### src/hdl/slec_pkg.sv
// Types and constants of the sorted list engine.
`timescale 1ns / 1ps
package slec_pkg;

	localparam int CAPACITY = 64;
	localparam int DATA_W   = 32;
	localparam int POS_W    = 6;
	localparam int IDX_W    = (CAPACITY > 1) ? $clog2(CAPACITY) : 1;
	localparam int CNT_W    = $clog2(CAPACITY + 1);
	localparam int CMP_W    = (CNT_W > POS_W) ? CNT_W : POS_W;

	typedef enum logic [1:0] {
		CMD_INSERT = 2'd0,
		CMD_REMOVE = 2'd1,
		CMD_CLEAR  = 2'd2,
		CMD_READ   = 2'd3
	} cmd_t;

	typedef enum logic [1:0] {
		ST_OK        = 2'd0,
		ST_FULL      = 2'd1,
		ST_NOT_FOUND = 2'd2,
		ST_BEYOND    = 2'd3
	} status_t;

	typedef enum logic [1:0] {
		S_IDLE,
		S_EVAL,
		S_APPLY
	} state_t;

	typedef struct packed {
		logic               eval;
		logic               apply_ins;
		logic               apply_rem;
		cmd_t               cmd;
		logic [DATA_W-1:0]  value;
		logic [POS_W-1:0]   position;
		logic               ascending;
		logic [CNT_W-1:0]   count;
	} ctrl_t;

	typedef struct packed {
		logic              found;
		logic [DATA_W-1:0] rd;
	} chain_t;

endpackage

### src/hdl/slec_cell.sv
// One list cell: holds one entry, compares it, and shifts toward a neighbor.
`timescale 1ns / 1ps
module slec_cell import slec_pkg::*; (
	input  logic              clk,
	input  ctrl_t             ctrl,
	input  logic [IDX_W-1:0]  index,
	input  logic [DATA_W-1:0] left_data,
	input  logic [DATA_W-1:0] right_data,
	input  chain_t            prior_in,
	output chain_t            prior_out,
	output logic [DATA_W-1:0] data_out
);

	logic [DATA_W-1:0] entry_q;
	logic              hit_q;
	logic [DATA_W-1:0] rd_q;
	logic              hit_d;
	logic [DATA_W-1:0] rd_d;
	logic              in_list;
	logic              at_tail;
	logic              goes_before;

	always_comb begin
		in_list     = CNT_W'(index) < ctrl.count;
		at_tail     = CNT_W'(index) == ctrl.count;
		goes_before = ctrl.ascending ? ($signed(ctrl.value) <= $signed(entry_q))
		                             : ($signed(ctrl.value) >= $signed(entry_q));
		hit_d = 1'b0;
		rd_d  = '0;
		case (ctrl.cmd)
			CMD_INSERT: begin
				hit_d = (in_list && goes_before) || at_tail;
			end
			CMD_REMOVE: begin
				hit_d = in_list && (entry_q == ctrl.value);
			end
			CMD_READ: begin
				if (CMP_W'(index) == CMP_W'(ctrl.position)) begin
					rd_d = entry_q;
				end
			end
			default: begin
				hit_d = 1'b0;
			end
		endcase
	end

	always_ff @(posedge clk) begin
		if (ctrl.eval) begin
			hit_q <= hit_d;
			rd_q  <= rd_d;
		end
		if (ctrl.apply_ins) begin
			if (prior_in.found) begin
				entry_q <= left_data;
			end else if (hit_q) begin
				entry_q <= ctrl.value;
			end
		end else if (ctrl.apply_rem) begin
			if (prior_in.found || hit_q) begin
				entry_q <= right_data;
			end
		end
	end

	assign prior_out.found = prior_in.found | hit_q;
	assign prior_out.rd    = prior_in.rd | rd_q;
	assign data_out        = entry_q;

endmodule

### config.mk
export PLATFORM = sky130hd
export DESIGN_NAME = slec_cell
export DESIGN_NICKNAME = d
export VERILOG_FILES = /design/src/hdl/slec_pkg.sv /design/src/hdl/slec_cell.sv
export SDC_FILE = /design/constraint.sdc
export NUM_CORES = 1
export LEC_CHECK = 0
export BUFFER_PORTS_ARGS = -buffer_cell sky130_fd_sc_hd__buf_2
export CAP_MARGIN = 20
export CORE_ASPECT_RATIO = 1.4
export CORE_MARGIN = 4
export CORE_UTILIZATION = 40
export DETAILED_ROUTE_END_ITERATION = 6
export PLACE_DENSITY = 0.77
export SLEW_MARGIN = 20
export SYNTH_ARGS = -nofsm -noshare
export SYNTH_HDL_FRONTEND = slang
export SYNTH_SLANG_ARGS = --single-unit
### constraint.sdc
create_clock -name clk -period 4.2 [get_ports clk]
set_input_delay 0.42 -clock clk [delete_from_list [all_inputs] [get_ports clk]]
set_output_delay 0.42 -clock clk [all_outputs]
set_load 0.005 [all_outputs]
Word level (Yosys, flattened, before mapping)
Cells that the tools add are included.
{ "word_totals": {"regBits": 65, "latch_bits": 0, "ramBits": 0, "rom_bits": 0, "output_inout_bits": 65, "elab_cells": 30, "memories": 0} }
{ "op_classes": {"add_sub_neg": 0, "mul": 0, "div": 0, "n_lt_le_gt_ge": 3, "n_eq_ne": 6, "shifts": 0, "muxes": 7, "n_bitwise": 2, "n_reduce_logical": 9} }
{ "op_table": {"columns": ["op", "count"], "rows": [
  ["2-to-1 mux 32 bit", 5],
  ["== test 32 bit", 1],
  ["greater-or-equal comparator 32 bit", 1],
  ["less-or-equal comparator 32 bit", 1],
  ["bitwise OR 32 bit", 1],
  ["== test 6 x 7 -> 1 bit", 1],
  ["less-than comparator 6 x 7 -> 1 bit", 1],
  ["== test 6 bit", 1],
  ["nonzero test 2 bit", 2],
  ["!= test 3 x 1 -> 1 bit, second input constant", 1],
  ["AND reduction 3 bit", 1],
  ["== test 2 x 1 -> 1 bit, second input constant", 1],
  ["== test 2 bit, second input constant", 1],
  ["logical AND 1 bit", 2],
  ["logical NOT 2 bit", 1],
  ["logical OR 1 bit", 2],
  ["one-hot mux 1 bit (2 select lines)", 1],
  ["AND reduction 2 bit", 1],
  ["2-to-1 mux 1 bit", 1],
  ["bitwise OR 1 bit", 1]
]} }

Logic depth before layout (Yosys ltp)
Gate-level depths: netlist (run 1).
{ "depth": {"word_depth": 5, "depth_mapped": 8, "ltp_nobuf": 8} }

Least setup slack after synthesis (run 1)
Ideal clock, no wire load.
{ "synth_path": {"kind": "input to register", "start": "in ctrl[49] (netlist bit)", "end": "reg entry_q[0] (netlist: data_out[0]), enable pin", "arrival_ps": 1805, "required_time_ps": 3809, "setup_slack_ps": 2004, "stages": 3, "path_buffers": 2, "path_cell_list": "clkbuf_1 > clkbuf_1 > o21a_1"} }
{ "synth_via": {"elab_chain_len": 2, "word_cells_on_any_way": 4, "cone_classes": "eq/ne: 1; reduce/logical: 3"} }
{ "synth_rtl": {"columns": ["item", "line", "text"], "rows": [
  ["from (decl)", "slec_cell.sv:5", "input ctrl_t ctrl,"],
  ["!= test 3 x 1 -> 1 bit (no line) / nonzero test 2 bit (equally long branches)", null, null],
  ["AND reduction 3 bit (no line) (*)", null, null],
  ["to (signal assigned)", "slec_cell.sv:55", "entry_q <= left_data;"],
  ["to (signal assigned)", "slec_cell.sv:57", "entry_q <= ctrl.value;"],
  ["to (signal assigned)", "slec_cell.sv:61", "entry_q <= right_data;"],
  ["to (decl)", "slec_cell.sv:14", "logic [DATA_W-1:0] entry_q;"]
]} }
Mark *: on every way between the ends. The rest lies on a longest branch, timed or not.
A chain may end at the register's enable or synchronous reset.

Final worst setup path (run 1)
{ "layout_path": {"start": "reg entry_q[12] (netlist: data_out[12])", "end": "reg hit_q, data pin"} }
{ "layout_via": {"elab_chain_len": 5, "word_cells_on_any_way": 8, "cone_classes": "order compare: 2; eq/ne: 1; mux: 2; reduce/logical: 3"} }
{ "layout_rtl": {"columns": ["item", "line", "text"], "rows": [
  ["greater-or-equal comparator 32 bit / less-or-equal comparator 32 bit (equally long branches)", "slec_cell.sv:27, slec_cell.sv:26", null],
  ["2-to-1 mux 1 bit", "slec_cell.sv:26", "goes_before = ctrl.ascending ? ($signed(ctrl.value) <= $signed(entry_q))"],
  ["logical AND 1 bit", "slec_cell.sv:32", "hit_d = (in_list && goes_before) || at_tail;"],
  ["logical OR 1 bit", "slec_cell.sv:32", null],
  ["one-hot mux 1 bit (2 select lines) (*)", "slec_cell.sv:30", "case (ctrl.cmd)"],
  ["via hit_d", "slec_cell.sv:17", "logic hit_d;"],
  ["to (signal assigned)", "slec_cell.sv:50", "hit_q <= hit_d;"],
  ["to (decl)", "slec_cell.sv:15", "logic hit_q;"]
]} }
Mark *: on every way through the listed nets, which the timed path passes. The rest lies on a longest branch.

==> results.json, run 1 <==
{
  "die_w_um": 94.0,
  "fp.dieH_um": 128,
  "drive_above_1_share": 0.443,
  "critPathKind": "flip-flop to flip-flop",
  "grt_max_degree": 65,
  "cts.sinks": 65,
  "finalHoldViolations": 0,
  "finalSetupViolCount": 0,
  "grt_pass1_wl_um": 17600,
  "die_area_um2": 12100,
  "timing.hold.ws_ns": 0.428,
  "clk_pin_slew_ns": 0.05,
  "synthXorXnorAreaFrac": 0.0148,
  "r2r_slack_ns": 1.87,
  "synth_top_family_by_area": "simple AND/OR/NAND/NOR gates",
  "finalCriticalPeriod_ns": 2.33,
  "worstPathArrival_ns": 2.38,
  "synth_top_cell_by_area": "edfxtp_1",
  "p_total_w": 0.00179,
  "drc": 0,
  "power_density_nw_per_um2": 317,
  "post_cts_resized": 0,
  "p_clk_frac": 0.360,
  "gp_congestion": 0.850,
  "clk_latency_ns": 0.32,
  "synth_top_cells_by_area": "edfxtp_1 (47%), ha_1 (11%), mux2i_1 (7.7%)",
  "critPathRequiredTime_ns": 4.25,
  "multiInputGateArea_um2": 1990,
  "fin_crit_sh": 0.554,
  "final_antenna_net_count": 0,
  "peakVddDrop_v": 0.000203,
  "initial_core_util": 0.414,
  "synth_nets": 588,
  "synth_top_area_frac": 0.471,
  "skew_ns": 0.00736,
  "seqCellArea_um2": 1950,
  "final-max-slew-violation-count": 0,
  "switching_share": 0.259,
  "synth-simple-area-share": 0.180,
  "ys_warn_count": 0,
  "p_leak_nw": 2.80,
  "dp_hpwl_um": 9500,
  "rsz0062_at_grt": "false",
  "fmax_ghz": 0.430,
  "core-area_um2": 10000,
  "p_seq_frac": 0.441,
  "min_path_cells": 3,
  "worstSetupEndpointType": "flip-flop",
  "rows": 43,
  "crit_path_max_fanout": 4,
  "synth-async-reset-ratio": 0,
  "root_buffer": "clkbuf_16",
  "start_kind": "flip-flop",
  "worst_r2r_path_depth": 8,
  "viasPerCell": 4.92,
  "p_comb_frac": 0.199,
  "synth_seq_area_share": 0.471,
  "ys.flop_type": "edfxtp_1",
  "cts_hold_repair.buffers": 0,
  "synthAdderAreaFrac": 0.115,
  "cts_setup_buffers": 0,
  "grt_pass1_vias": 3683,
  "grt_overflow": 0,
  "maxCapViolations": 0,
  "synthToLayoutAreaGrowth_pct": 36.2,
  "antenna_found_initial": 2,
  "min_from": "right_data[12]",
  "wl_um": 11700,
  "fill_cells": 922,
  "internal-power_w": 0.00132,
  "ys_types": 36,
  "netlist_instances": 395,
  "wl_per_cell_um": 15.4,
  "num-nets-final": 808,
  "holdPathEnd": "data_out[12]$_DFFE_PP_",
  "relSlewSlack": 0.489,
  "synth_edf_count": 65,
  "worst_pin_slew_ns": 0.767,
  "syn_area_um2": 4150,
  "synthMuxAreaShare": 0.0773,
  "status": "finished, final reports clean",
  "synth_compound_area_frac": 0.0918,
  "power_switching_w": 0.000463,
  "vias": 3713,
  "io_pins": 220,
  "drt_pass1_iterations": 4,
  "htreeDepth": 3,
  "syn_area_per_cell_um2": 10.5,
  "numPortBuffers": 219,
  "synth_seq_cells": 65,
  "final.setup.tns_ns": 0,
  "clockBufferDepth": 2,
  "cts_tree": "built",
  "grt_use_total": 0.189,
  "worst_r2r_endpoint": "hit_q$_DFFE_PP_",
  "min_path_type": "primary input to flip-flop",
  "drtIter0Drc": 108,
  "numCtsBuffers": 9,
  "timing.rr.start": "data_out[12]$_DFFE_PP_"
}
==> power groups by stage <==
stage | registers, W | clock network (W) | logic (W)
floorplan | 0.000798 | 0 | 0.000179
global placement | 0.000800 | 0 | 0.000348
detailed placement | 0.000801 | 0 | 0.000360
CTS | 0.000789 | 0.000652 | 0.000362
global route | 0.000794 | 0.000675 | 0.000402
finish | 0.000788 | 0.000644 | 0.000355
==> metrics by stage <==
stage | std cells | utilization | instance area [um^2] | setup slack, ns
after floorplan | 395 | - | 4150 | 2.00
after global placement | 739 | 0.539 | 5390 | 1.79
after detailed placement | 739 | 0.539 | 5390 | 1.77
after CTS | 753 | 0.564 | 5640 | 1.87
after global routing | 755 | 0.564 | 5650 | 1.73
final | 755 | 0.564 | 5650 | 1.87
==> worst max-delay path by stage <==
| stage | slack (ns) | startpoint | end | depth (start not counted) |
|---|---|---|---|---|
| after CTS | 1.87 | data_out[14]$_DFFE_PP_ | hit_q$_DFFE_PP_ | 8 |
| after detailed placement | 1.77 | ctrl[20] | hit_q$_DFFE_PP_ | 8 |
| after global routing | 1.73 | data_out[7]$_DFFE_PP_ | hit_q$_DFFE_PP_ | 8 |
| after global placement | 1.79 | ctrl[19] | hit_q$_DFFE_PP_ | 8 |
| final | 1.87 | data_out[12]$_DFFE_PP_ | hit_q$_DFFE_PP_ | 8 |
| after floorplan | 2.00 | ctrl[49] | data_out[0]$_DFFE_PP_ | 3 |
==> cell usage after synthesis, types with 5 or more instances <==
master / n
edfxtp_1: 65
a21oi_1: 48
inv_1: 41
ha_1: 38
nor2_1: 36
or2_2: 33
and2_1: 32
mux2i_1: 32
clkbuf_1: 10
nand3_1: 9
nand2_1: 5
nand4_1: 5
xnor2_1: 5
==> cell families (layout without fill, tap and decap cells) <==
family	after synthesis	in the layout
AO/OA/AOI/OAI	66	66
XOR/XNOR	7	7
adder cells (fa/ha/maj)	38	38
buffers and inverters	55	278
flip-flops	65	65
multiplexers	32	32
other	0	2
AND/OR/NAND/NOR	132	132
==> cell type report <==
type	count	area share
Antenna cell	2	0.000887
Clock buffer	9	0.0399
Clock inverter	5	0.00443
Inverter	41	0.0273
Multi-Input combinational cell	275	0.352
Sequential cell	65	0.346
Tap cell	135	0.0299
Timing Repair Buffer	223	0.199
==> worst max-delay path: stages, from the launching register on <==
cell,delay [ns]
edfxtp_1,0.43
inv_1,0.10
ha_1,0.24
nand4_2,0.15
nor4_2,0.08
a211o_1,0.30
or4b_1,0.50
o221ai_1,0.18
a31oi_1,0.07
==> registers in the layout, indices dropped and copies added (netlist names) <==
signal / count
data_out: 32
rd_q: 32
hit_q: 1
==> metal layers <==
| layer | part of all wire | track usage | wire length [um] |
|---|---|---|---|
| met3 | 0.060 | 0.0287 | 697 |
| met4 | 0.032 | 0.0893 | 373 |
| met5 | 0 | 0 | 0 |
| met1 | 0.37 | 0.199 | 4290 |
| met2 | 0.54 | 0.360 | 6300 |
==> cells in the final DEF (no fill, tap or decap), drive strengths merged, types with 8 or more instances in the layout <==
cell	count
buf	223
edfxtp	65
a21oi	48
inv	41
ha	38
nor2	36
or2	33
mux2i	32
and2	32
nand3	9
clkbuf	9
nand4	8
Power figures use the tool's default switching activity.
==> run 2: changes to the inputs <==
--- a/config.mk
+++ b/config.mk
@@ -11,7 +11,7 @@
 export CORE_MARGIN = 4
 export CORE_UTILIZATION = 40
 export DETAILED_ROUTE_END_ITERATION = 6
-export PLACE_DENSITY = 0.77
+export PLACE_DENSITY = 0.8
 export SLEW_MARGIN = 20
 export SYNTH_ARGS = -nofsm -noshare
 export SYNTH_HDL_FRONTEND = slang
==> constraint.sdc (replaced) <==
create_clock -name clk -period 2 [get_ports clk]
set_input_delay 0.2 -clock clk [delete_from_list [all_inputs] [get_ports clk]]
set_output_delay 0.2 -clock clk [all_outputs]
set_load 0.005 [all_outputs]
==> run 2 against run 1 <==
Effect of this change:
- the run now ends with negative setup slack left
- sequential share of layout area fell by 3.6 points
- clock skew fell by 0.0037 ns
- sequential cell count did not move
- routed wire length rose by 7.4%
- non-clock buffer count rose by 54
- sequential power rose by 110%
- critical path depth did not move
- critical endpoint unchanged
==> results.json, run 2 (synthesized netlist as in run 1, its figures left out) <==
{
  "synthToLayoutAreaGrowth_pct": 51.9,
  "fin_crit_sh": 1.14,
  "grt_pass1_vias": 4087,
  "skew_ns": 0.00367,
  "die_w_um": 94.0,
  "final_cell_mix": "buf_2 (219), edfxtp_1 (65), buf_4 (58), a21oi_1 (46), nor2_1 (36)",
  "p_leak_nw": 3.08,
  "fill_cells": 830,
  "worstPathArrival_ns": 2.35,
  "finalHoldViolations": 0,
  "violations": "negative setup slack",
  "core-area_um2": 10000,
  "grt_max_degree": 65,
  "viasPerCell": 4.88,
  "met2_usage": 0.386,
  "clk_pin_slew_ns": 0.05,
  "fmax_ghz": 0.439,
  "use_met1": 0.209,
  "dpl_worst_slack_ns": -0.383,
  "r2r_slack_ns": -0.28,
  "final_antenna_net_count": 0,
  "grt_overflow": 0,
  "grt_pass1_wl_um": 19000,
  "relSlewSlack": 0.441,
  "worstSetupEndpointType": "flip-flop",
  "min_path_type": "primary input to flip-flop",
  "dp_hpwl_um": 9750,
  "final.setup.tns_ns": -0.280,
  "finalCriticalPeriod_ns": 2.28,
  "vias": 3952,
  "peakVddDrop_v": 0.000399,
  "rows": 43,
  "cts.sinks": 65,
  "met3_usage": 0.0485,
  "layout_commonest_cell": "buf_2",
  "power_density_nw_per_um2": 635,
  "rsz0062_at_grt": "true",
  "clk_latency_ns": 0.33,
  "drive_above_1_share": 0.531,
  "gp_congestion": 0.801,
  "cts_tree": "built",
  "fp.dieH_um": 128,
  "maxCapViolations": 0,
  "final-max-slew-violation-count": 0,
  "htreeDepth": 3,
  "die_area_um2": 12100,
  "critPathRequiredTime_ns": 2.07,
  "numPortBuffers": 219,
  "wl_um": 12500,
  "io_pins": 220,
  "antenna_found_initial": 1,
  "critPathKind": "flip-flop to flip-flop",
  "drt_pass1_iterations": 4,
  "grt_use_total": 0.206,
  "crit_path_max_fanout": 2,
  "finalSetupViolCount": 1,
  "drc": 0,
  "clockBufferDepth": 2,
  "num-nets-final": 862,
  "initial_core_util": 0.414,
  "layout_setup_ws_ns": -0.280,
  "gr-max-usage-layer": "met2",
  "numCtsBuffers": 9,
  "drtIter0Drc": 117,
  "status": "complete, but fails checks",
  "wl_per_cell_um": 15.5,
  "root_buffer": "clkbuf_16",
  "worst_pin_slew_ns": 0.839,
  "start_kind": "flip-flop"
}
run 2: cell types whose count changed in the layout (fill, tap and decap cells not counted), moves of 6 or more:
cell   delta
buf_4    +54
inv_1     -6
ha_1     -14
ha_4     +14
inv_2     +6
run 2: worst paths after layout:
| kind | startpoint | end | depth (start not counted) |
|---|---|---|---|
| min | right_data[21] | data_out[21]$_DFFE_PP_ | 3 |
| min reg2reg | data_out[20]$_DFFE_PP_ | rd_q[20]$_SDFFCE_PN0P_ | 1 |
| max reg2reg | data_out[6]$_DFFE_PP_ | hit_q$_DFFE_PP_ | 8 |
| max | data_out[6]$_DFFE_PP_ | hit_q$_DFFE_PP_ | 8 |
run 2: worst max-delay path, cell delays in order, from the launching register on:
cell and delay, ns:
edfxtp_1 0.39, inv_2 0.11, ha_4 0.21, nand4_1 0.19, nor4_4 0.06, a211o_1 0.30
or4b_4 0.51, o221ai_2 0.19, a31oi_1 0.06
run 2: timing repair:
action / CTS / global route
gates cloned: 0 / 0
setup endpoints to repair: 1 / 1
resized for setup: 14 / 8
hold buffers: 0 / 0
hold endpoints to repair: 0 / 0
buffers inserted: 7 / 0
pin swaps: 8 / 7
run 2: power by group:
part,switching (W),internal [W],total (W)
sequential,0.0000361,0.00161,0.00164
combinational,0.000470,0.000518,0.000988
clock,0.000547,0.000820,0.00137
run 2: final cells by class:
cell class | instances | area (um^2) | share of cell area
clock buffers | 9 | 225 | 0.0358
repair buffers | 277 | 1530 | 0.243
multi-input cells | 275 | 2230 | 0.353
clock inverters | 7 | 37.5 | 0.00596
diodes | 1 | 2.50 | 0.000397
inverters | 41 | 154 | 0.0244
well taps | 135 | 169 | 0.0268
flip-flops and latches | 65 | 1950 | 0.310
run 2: stage by stage:
stage	cell area [um^2]	cells	power [W]	hold WS, ns	utilization
2_1_floorplan	4230	395	0.00207	0.312	-
3_3_place_gp	5830	786	0.00254	0.521	0.583
3_5_place_dp	5830	786	0.00258	0.527	0.583
4_1_cts	6240	809	0.00400	0.181	0.623
5_1_grt	6300	810	0.00419	0.201	0.629
6_report	6300	810	0.00400	0.193	0.629
run 2: metal layers:
metal	vias up	wire length, um
met5	-	0
met1	1822	4420
met3	26	821
met4	0	443
li1	1955	-
met2	149	6840
